File: config.mk
export PLATFORM = sky130hd
export DESIGN_NAME = railcom_ch1_address_qualifier_top
export DESIGN_NICKNAME = d
export VERILOG_FILES = /design/src/sv/racq_pkg.sv /design/src/sv/racq_cfg.sv /design/src/sv/racq_core.sv /design/src/sv/railcom_ch1_address_qualifier_top.sv
export SDC_FILE = /design/constraint.sdc
export NUM_CORES = 1
export LEC_CHECK = 0
export BUFFER_PORTS_ARGS = -buffer_cell sky130_fd_sc_hd__buf_2
export CAP_MARGIN = 20
export CORE_ASPECT_RATIO = 0.8
export CORE_MARGIN = 4
export CORE_UTILIZATION = 55
export CTS_BUF_LIST = sky130_fd_sc_hd__clkbuf_8
export DETAILED_ROUTE_END_ITERATION = 6
export GPL_TIMING_DRIVEN = 0
export PLACE_DENSITY = 0.75
export SYNTH_ARGS = -nofsm -noshare
export SYNTH_HDL_FRONTEND = slang
export SYNTH_HIERARCHICAL = 1
export SYNTH_SLANG_ARGS = --single-unit
File: constraint.sdc
create_clock -name clk -period 4.7 [get_ports clk]
set_input_delay 0.705 -clock clk [delete_from_list [all_inputs] [get_ports clk]]
set_output_delay 0.705 -clock clk [all_outputs]
set_load 0.02 [all_outputs]
File: src/sv/racq_pkg.sv
// Types, constants and helper functions of the address qualifier.
package racq_pkg;

    localparam int TRACK_COUNT_DEFAULT = 8;
    // The 3-bit track index reaches at most this many tracks.
    localparam int TRACK_REACH = 8;

    typedef logic [1:0] cfg_index_t;

    localparam cfg_index_t REG_REPEAT_THRESHOLD = 2'd0;
    localparam cfg_index_t REG_SYMBOL_MAX       = 2'd1;
    localparam cfg_index_t REG_FIRST_PART_ID    = 2'd2;
    localparam cfg_index_t REG_SECOND_PART_ID   = 2'd3;

    typedef struct packed {
        logic [3:0] repeat_threshold;
        logic [7:0] symbol_max;
        logic [3:0] first_part_id;
        logic [3:0] second_part_id;
    } cfg_t;

    localparam cfg_t CFG_RESET = '{
        repeat_threshold: 4'd3,
        symbol_max:       8'd63,
        first_part_id:    4'd1,
        second_part_id:   4'd2
    };

    typedef struct packed {
        logic        report;
        logic [2:0]  track;
        logic [13:0] address;
    } result_t;

    localparam logic [3:0] FRAME_SYMBOLS = 4'd2;
    localparam logic [7:0] LONG_MASK     = 8'h3F;

    // A repeated payload counts up to the threshold and holds; a new one restarts at 1.
    function automatic logic [3:0] next_count(
        input logic [7:0] part,
        input logic [3:0] cnt,
        input logic [7:0] payload,
        input logic [3:0] threshold
    );
        logic [3:0] result;
        if (part == payload) begin
            if (cnt < threshold)
                result = cnt + 4'd1;
            else
                result = cnt;
        end
        else begin
            result = 4'd1;
        end
        return result;
    endfunction

    // Bit 7 of the upper part marks a long address.
    function automatic logic [13:0] join_address(
        input logic [7:0] hi,
        input logic [7:0] lo
    );
        logic [7:0] hi_bits;
        hi_bits = hi & LONG_MASK;
        if (hi[7])
            return {hi_bits[5:0], lo};
        else
            return {6'd0, lo};
    endfunction

endpackage

File: src/sv/racq_cfg.sv
// Configuration register file of the address qualifier.
module racq_cfg (
    input  logic                  clk,
    input  logic                  rst_n,
    input  logic                  cfg_valid,
    input  racq_pkg::cfg_index_t  cfg_index,
    input  logic [7:0]            cfg_data,
    output racq_pkg::cfg_t        cfg
);
    import racq_pkg::*;

    cfg_t cfg_reg;
    cfg_t cfg_next;

    always_comb
    begin
        cfg_next = cfg_reg;
        if (cfg_valid)
        begin
            unique case (cfg_index)
                REG_REPEAT_THRESHOLD: cfg_next.repeat_threshold = cfg_data[3:0];
                REG_SYMBOL_MAX:       cfg_next.symbol_max       = cfg_data;
                REG_FIRST_PART_ID:    cfg_next.first_part_id    = cfg_data[3:0];
                REG_SECOND_PART_ID:   cfg_next.second_part_id   = cfg_data[3:0];
            endcase
        end
    end

    always_ff @(posedge clk or negedge rst_n)
    begin
        if (!rst_n)
            cfg_reg <= CFG_RESET;
        else
            cfg_reg <= cfg_next;
    end

    assign cfg = cfg_reg;

endmodule

File: src/sv/racq_core.sv
// Per-track address state with its read-modify-write update and result check.
module racq_core #(
    parameter int TRACK_COUNT = racq_pkg::TRACK_COUNT_DEFAULT
) (
    input  logic              clk,
    input  logic              rst_n,
    input  logic              fire,
    input  logic [2:0]        track,
    input  logic [3:0]        symbol_count,
    input  logic [7:0]        first_symbol,
    input  logic [7:0]        second_symbol,
    input  racq_pkg::cfg_t    cfg,
    output racq_pkg::result_t result
);
    import racq_pkg::*;

    localparam int DEPTH = (TRACK_COUNT < TRACK_REACH) ? TRACK_COUNT : TRACK_REACH;
    localparam int IDX_W = (DEPTH > 1) ? $clog2(DEPTH) : 1;
    localparam logic [6:0] TRACK_LIMIT = 7'(TRACK_COUNT);

    logic [7:0] upper_part_reg  [DEPTH];
    logic [7:0] lower_part_reg  [DEPTH];
    logic [3:0] upper_count_reg [DEPTH];
    logic [3:0] lower_count_reg [DEPTH];

    logic [IDX_W-1:0] idx;
    logic             in_range;
    logic             parsed;
    logic [3:0]       msg_id;
    logic [7:0]       payload;
    logic             hit_upper;
    logic             hit_lower;
    logic [7:0]       upper_part_next;
    logic [7:0]       lower_part_next;
    logic [3:0]       upper_count_next;
    logic [3:0]       lower_count_next;

    assign idx      = track[IDX_W-1:0];
    assign in_range = {4'd0, track} < TRACK_LIMIT;

    assign parsed = (symbol_count == FRAME_SYMBOLS)
                 && (first_symbol <= cfg.symbol_max)
                 && (second_symbol <= cfg.symbol_max);
    assign msg_id  = first_symbol[5:2];
    assign payload = {first_symbol[1:0], 6'd0} | second_symbol;

    // With equal ids the upper part takes precedence.
    assign hit_upper = parsed && (msg_id == cfg.first_part_id);
    assign hit_lower = parsed && !hit_upper && (msg_id == cfg.second_part_id);

    always_comb
    begin
        upper_part_next  = upper_part_reg[idx];
        lower_part_next  = lower_part_reg[idx];
        upper_count_next = upper_count_reg[idx];
        lower_count_next = lower_count_reg[idx];
        if (hit_upper)
        begin
            upper_count_next = next_count(upper_part_reg[idx], upper_count_reg[idx],
                                          payload, cfg.repeat_threshold);
            upper_part_next  = payload;
        end
        if (hit_lower)
        begin
            lower_count_next = next_count(lower_part_reg[idx], lower_count_reg[idx],
                                          payload, cfg.repeat_threshold);
            lower_part_next  = payload;
        end
    end

    always_ff @(posedge clk or negedge rst_n)
    begin
        if (!rst_n)
        begin
            for (int t = 0; t < DEPTH; t++)
            begin
                upper_part_reg[t]  <= 8'd0;
                lower_part_reg[t]  <= 8'd0;
                upper_count_reg[t] <= 4'd0;
                lower_count_reg[t] <= 4'd0;
            end
        end
        else if (fire && in_range)
        begin
            upper_part_reg[idx]  <= upper_part_next;
            lower_part_reg[idx]  <= lower_part_next;
            upper_count_reg[idx] <= upper_count_next;
            lower_count_reg[idx] <= lower_count_next;
        end
    end

    assign result.report  = in_range
                         && (upper_count_next == cfg.repeat_threshold)
                         && (lower_count_next == cfg.repeat_threshold);
    assign result.track   = track;
    assign result.address = join_address(upper_part_next, lower_part_next);

endmodule

File: src/sv/railcom_ch1_address_qualifier_top.sv
// Top level of the RailCom channel-1 address qualifier.
// The block takes one channel-1 frame word per clock cycle while in_stall is low and gives its
// result, if any, from the result register: the word is first held in the input register, then
// the per-track state is read, updated and written back in the same cycle as the result register
// loads. As that read-modify-write of the per-track counters completes in the update stage, the
// rate is one word per cycle unless the output stalls, so frames for the same track may follow
// each other directly. A word gives a result only when both address parts of its track have
// been seen repeat_threshold times in a row; other words are absorbed without output. A held
// result stalls the input only when the next word reaches the update stage. Configuration writes
// are always taken (cfg_ready is tied high) and must be issued only while no word is in flight.
module railcom_ch1_address_qualifier_top #(
    parameter int TRACK_COUNT = racq_pkg::TRACK_COUNT_DEFAULT
) (
    input  logic                  clk,
    input  logic                  rst_n,
    input  logic                  in_valid,
    output logic                  in_stall,
    input  logic [2:0]            track_index,
    input  logic [3:0]            symbol_count,
    input  logic [7:0]            first_symbol,
    input  logic [7:0]            second_symbol,
    output logic                  out_valid,
    input  logic                  out_stall,
    output logic [2:0]            out_track,
    output logic [13:0]           loco_address,
    input  logic                  cfg_valid,
    output logic                  cfg_ready,
    input  racq_pkg::cfg_index_t  cfg_index,
    input  logic [7:0]            cfg_data
);
    import racq_pkg::*;

    cfg_t        cfg;
    result_t     result;

    logic        in_valid_reg;
    logic [2:0]  track_reg;
    logic [3:0]  symbol_count_reg;
    logic [7:0]  first_symbol_reg;
    logic [7:0]  second_symbol_reg;
    logic        out_valid_reg;
    logic [2:0]  out_track_reg;
    logic [13:0] loco_address_reg;

    logic        accept;
    logic        out_free;
    logic        fire;

    assign cfg_ready = 1'b1;

    racq_cfg u_cfg (
        .clk       (clk),
        .rst_n     (rst_n),
        .cfg_valid (cfg_valid && cfg_ready),
        .cfg_index (cfg_index),
        .cfg_data  (cfg_data),
        .cfg       (cfg)
    );

    racq_core #(
        .TRACK_COUNT (TRACK_COUNT)
    ) u_core (
        .clk           (clk),
        .rst_n         (rst_n),
        .fire          (fire),
        .track         (track_reg),
        .symbol_count  (symbol_count_reg),
        .first_symbol  (first_symbol_reg),
        .second_symbol (second_symbol_reg),
        .cfg           (cfg),
        .result        (result)
    );

    // The update stage moves whenever the result register can take a new word.
    assign out_free = !out_valid_reg || !out_stall;
    assign fire     = in_valid_reg && out_free;
    assign in_stall = in_valid_reg && !out_free;
    assign accept   = in_valid && !in_stall;

    always_ff @(posedge clk or negedge rst_n)
    begin
        if (!rst_n)
            in_valid_reg <= 1'b0;
        else if (accept)
            in_valid_reg <= 1'b1;
        else if (fire)
            in_valid_reg <= 1'b0;
    end

    always_ff @(posedge clk)
    begin
        if (accept)
        begin
            track_reg         <= track_index;
            symbol_count_reg  <= symbol_count;
            first_symbol_reg  <= first_symbol;
            second_symbol_reg <= second_symbol;
        end
    end

    always_ff @(posedge clk or negedge rst_n)
    begin
        if (!rst_n)
            out_valid_reg <= 1'b0;
        else if (out_free)
            out_valid_reg <= fire && result.report;
    end

    always_ff @(posedge clk)
    begin
        if (fire && result.report)
        begin
            out_track_reg    <= result.track;
            loco_address_reg <= result.address;
        end
    end

    assign out_valid    = out_valid_reg;
    assign out_track    = out_track_reg;
    assign loco_address = loco_address_reg;

endmodule

==> flow_summary.toml <==
[cells_and_area]
final_design_area_no_fill_mm2 = 0.0140
design.final.nets = 1322
syn_to_final_growth_pct = 16.1
antenna_cells_inserted = 0
n_fill_cell = 1679
post_route_cells_drive_above_1_share_pct = 20.3

[yosys]
synthesis.area_per_instance_um2 = 10.5
synth_edf_count = 40
mappedNetlistArea_mm2 = 0.0120
mappedNetlistNets = 1204
synth_most_common_cell = "sky130_fd_sc_hd__nand2_1"
async_reset_ff_share_pct = 84.3
synth.lib_cells_used.distinct = 78
synth_ff_type = "sky130_fd_sc_hd__dfrtp_1"
yosysTopAreaCell = "sky130_fd_sc_hd__dfrtp_1"
number_of_cells_produced_by_synthesis = 1142
synth-warning-count = 6
synth_largest_type_area_fraction_pct = 42.4
ys_seq_elements = 254
synth.cells.most_frequent = "sky130_fd_sc_hd__nand2_1 (226), sky130_fd_sc_hd__o21ai_0 (205), sky130_fd_sc_hd__dfrtp_1 (204), sky130_fd_sc_hd__clkbuf_1 (43)"
synth.area.top_cells = "sky130_fd_sc_hd__dfrtp_1 (42%), sky130_fd_sc_hd__edfxtp_1 (10%), sky130_fd_sc_hd__o21ai_0 (8.5%), sky130_fd_sc_hd__nand2_1 (7.0%), sky130_fd_sc_hd__mux2i_1 (3.3%)"
portion_of_the_post_synthesis_area_used_by_sequential_elements_pct = 54.6

[placed_design]
placed_area_mm2 = 0.0127
place_congestion = 0.972
dp_hpwl_mm = 24.0
count_of_input_and_output_buffers = 56
post_place_setup_slack_ns = -1.05

[setup_path]
worstReg2RegStart = "track_reg[2]"
crit_path_max_incr_delay_ns = 0.37
endpoint_kind = "flip-flop"
chain_of_cells_forming_the_critical_path = "buf_6 -> and2_0 -> buf_2 -> buf_2 -> a22oi_1 -> o22ai_2 -> ha_4 -> a21oi_2 -> nand4_1 -> or3_1 -> or2_1 -> a2bb2oi_4 -> or3_1 -> o2bb2ai_1 -> a211oi_2 -> nand2_2 -> a21oi_4 -> buf_12 -> buf_12"
cp_slowest_cell = "sky130_fd_sc_hd__edfxtp_1"
worstPathBufferInverterCount = 5
critical_path_peak_fanout = 10
worstSetupStartpointType = "flip-flop"
arrival_ns = 4.89
delay_heaviest_family_cp = "simple AND/OR/NAND/NOR gates"
timing.critical_path.required_ns = 4.95
setup_crit_start = "track_reg[2]"
critical_setup_path_kind = "reg -> reg"

[power]
static-leakage-power_uw = 0.00623
p_sw_uw = 1600
logic_gate_share_of_total_power_pct = 17.0
power_report.internal_total_uw = 3860
clock_power_share_pct = 33.9
switching_share_pct = 29.3
irDropWorstVdd_v = 0.000271
power_density_mw_per_mm2 = 391
seq_power_share_pct = 49.1

[route]
avgViaCountPerCell = 6.27
drt-initial-drc-count = 1159
route.antenna.remaining_nets = 0
wire_per_inst_um = 23.2
drt_drc_violations_left = 0
detail_route.wirelength_mm = 36.3
num_vias = 9821
first_pass_iters = 5

[clocking]
insertion_delay_ns = 0.55
clk_transition_reported_paths_ns = 0.06
cts.htree.levels = 2
deepest_clock_path_buffer_count = 3
numCtsBuffers = 41
cts_root_buffer = "sky130_fd_sc_hd__clkbuf_8"
cts.sink_count = 254
cts_tree = "built"
cts-hold-fix-buffers = 0

[floorplan]
floorplan.die.width_um = 173
ios = 58
fp.dieArea_mm2 = 0.0243
fp.coreArea_mm2 = 0.0216
die_height_um = 140
starting_utilization_of_the_core_area_pct = 55.8
row_count = 48

[global_routing]
grt_usage_pct = 29.5
globalRouteOverflowTotal = 0
first_global_vias = 9492
grt_first_pass_wirelength_mm = 55.2
maximum_number_of_pins_on_one_net_before_global_route_repair = 118
grt_antenna_before_repair = 0

[timing]
maxClockFrequency_mhz = 216
post-route-worst-setup-slack_ns = 0.0658
finalSetupViolations = 0
fin_crit_ns = 4.63
final.period_utilization_pct = 98.6
worst_slew_pin_slew_ns = 0.976
relSlewSlack_pct = 34.9
hold_violations = 0
report.final.slew_viol_count = 0
fin_skew_ns = 0.0176

[run]
timing.max_cap.violations = 0

[run_status]
outcome = "finished clean"

[worst_hold_path]
min_path_type = "in -> async"
==> power by group through the flow <==
stage	combinational, uW	sequential [uW]	clock (uW)
5_1_grt	1020	2700	1990
2_1_floorplan	573	2660	0
3_3_place_gp	796	2690	0
4_1_cts	877	2670	1880
3_5_place_dp	835	2710	0
6_report	929	2680	1850
==> final timing paths <==
path | endpoint | slack [ns] | cells after the start
worst max register to register | loco_address[0] | 0.07 | 19
worst max-delay path | loco_address[0] | 0.07 | 19
min in group clk | second_symbol_reg[0] | 0.33 | 1
worst min register to register | u_core/upper_part_reg[12] | 0.48 | 2
worst min-delay path | u_core/lower_part_reg[32] | 0.19 | 1
max in group asynchronous | u_cfg/cfg[15] | 3.49 | 2
==> placed cells by master, fill, tap and decap left out, types with 10 or more instances in the layout <==
master	instances
sky130_fd_sc_hd__clkbuf_8	51
sky130_fd_sc_hd__mux2_2	31
sky130_fd_sc_hd__edfxtp_1	40
sky130_fd_sc_hd__nand3_1	18
sky130_fd_sc_hd__mux2i_1	40
sky130_fd_sc_hd__buf_2	58
sky130_fd_sc_hd__o21ai_0	205
sky130_fd_sc_hd__dfrtp_1	204
sky130_fd_sc_hd__o21ai_1	10
sky130_fd_sc_hd__nor2_1	21
sky130_fd_sc_hd__buf_6	11
sky130_fd_sc_hd__ha_1	23
sky130_fd_sc_hd__nand2_1	224
sky130_fd_sc_hd__a21oi_1	15
sky130_fd_sc_hd__dfstp_2	10
sky130_fd_sc_hd__clkbuf_1	39
sky130_fd_sc_hd__xnor2_1	14
sky130_fd_sc_hd__buf_4	25
sky130_fd_sc_hd__mux4_2	15
sky130_fd_sc_hd__inv_1	49
==> logic make-up after synthesis <==
family                   share of synthesized area [%]
adder cells (fa/ha/maj)                           2.50
AO/OA/AOI/OAI                                     14.7
other                                           0.0312
buffers and inverters                             4.28
AND/OR/NAND/NOR                                   12.7
XOR/XNOR                                          1.67
flip-flops                                        54.6
multiplexers                                      9.55
==> worst reg2reg max path, delay by kind of cell, from the launching register on <==
| family | cells | cell delay, ns |
|---|---|---|
| AND/OR/NAND/NOR | 6 | 1.37 |
| AO/OA/AOI/OAI | 7 | 1.29 |
| buffers and inverters | 5 | 1.03 |
| flip-flops | 1 | 0.37 |
| adder cells (fa/ha/maj) | 1 | 0.27 |
==> metrics by stage <==
step	power, uW	utilization, %	setup TNS [ns]	hold slack, ns	std cells
global route	5710	64.8	-1.57	0.236	1567
finish	5460	64.8	0	0.188	1567
floorplan	3230	-	0	0.409	1142
detailed placement	3540	59.0	-16.53	0.463	1475
CTS	5420	63.9	0	0.214	1558
global placement	3490	58.7	-165.00	0.454	1473
==> final cells by class <==
cell class / count / area, um^2 / area share, %
tap: 275 / 344 / 2.46
clock inverter: 24 / 96.3 / 0.690
sequential: 254 / 6570 / 47.0
multi-input combinational: 779 / 5120 / 36.7
inverter: 33 / 126 / 0.904
timing repair buffer: 79 / 553 / 3.96
clock buffer: 51 / 702 / 5.02
buffer: 72 / 459 / 3.29
==> metal layers <==
layer | wire length [um] | track usage (%) | vias up
li1 | - | - | 4266
met1 | 14500 | 41.1 | 4801
met2 | 15700 | 43.0 | 637
met3 | 4600 | 9.42 | 115
met4 | 1530 | 12.0 | 2
met5 | 28 | 1.59 | -
==> repair_timing <==
action / in CTS / in global routing
endpoints found under the setup margin: 18 / 17
buffers inserted: 11 / 8
pin swaps: 4 / 7
cloned: 1 / 0
resized for setup: 38 / 28
Power figures use the tool's default switching activity.
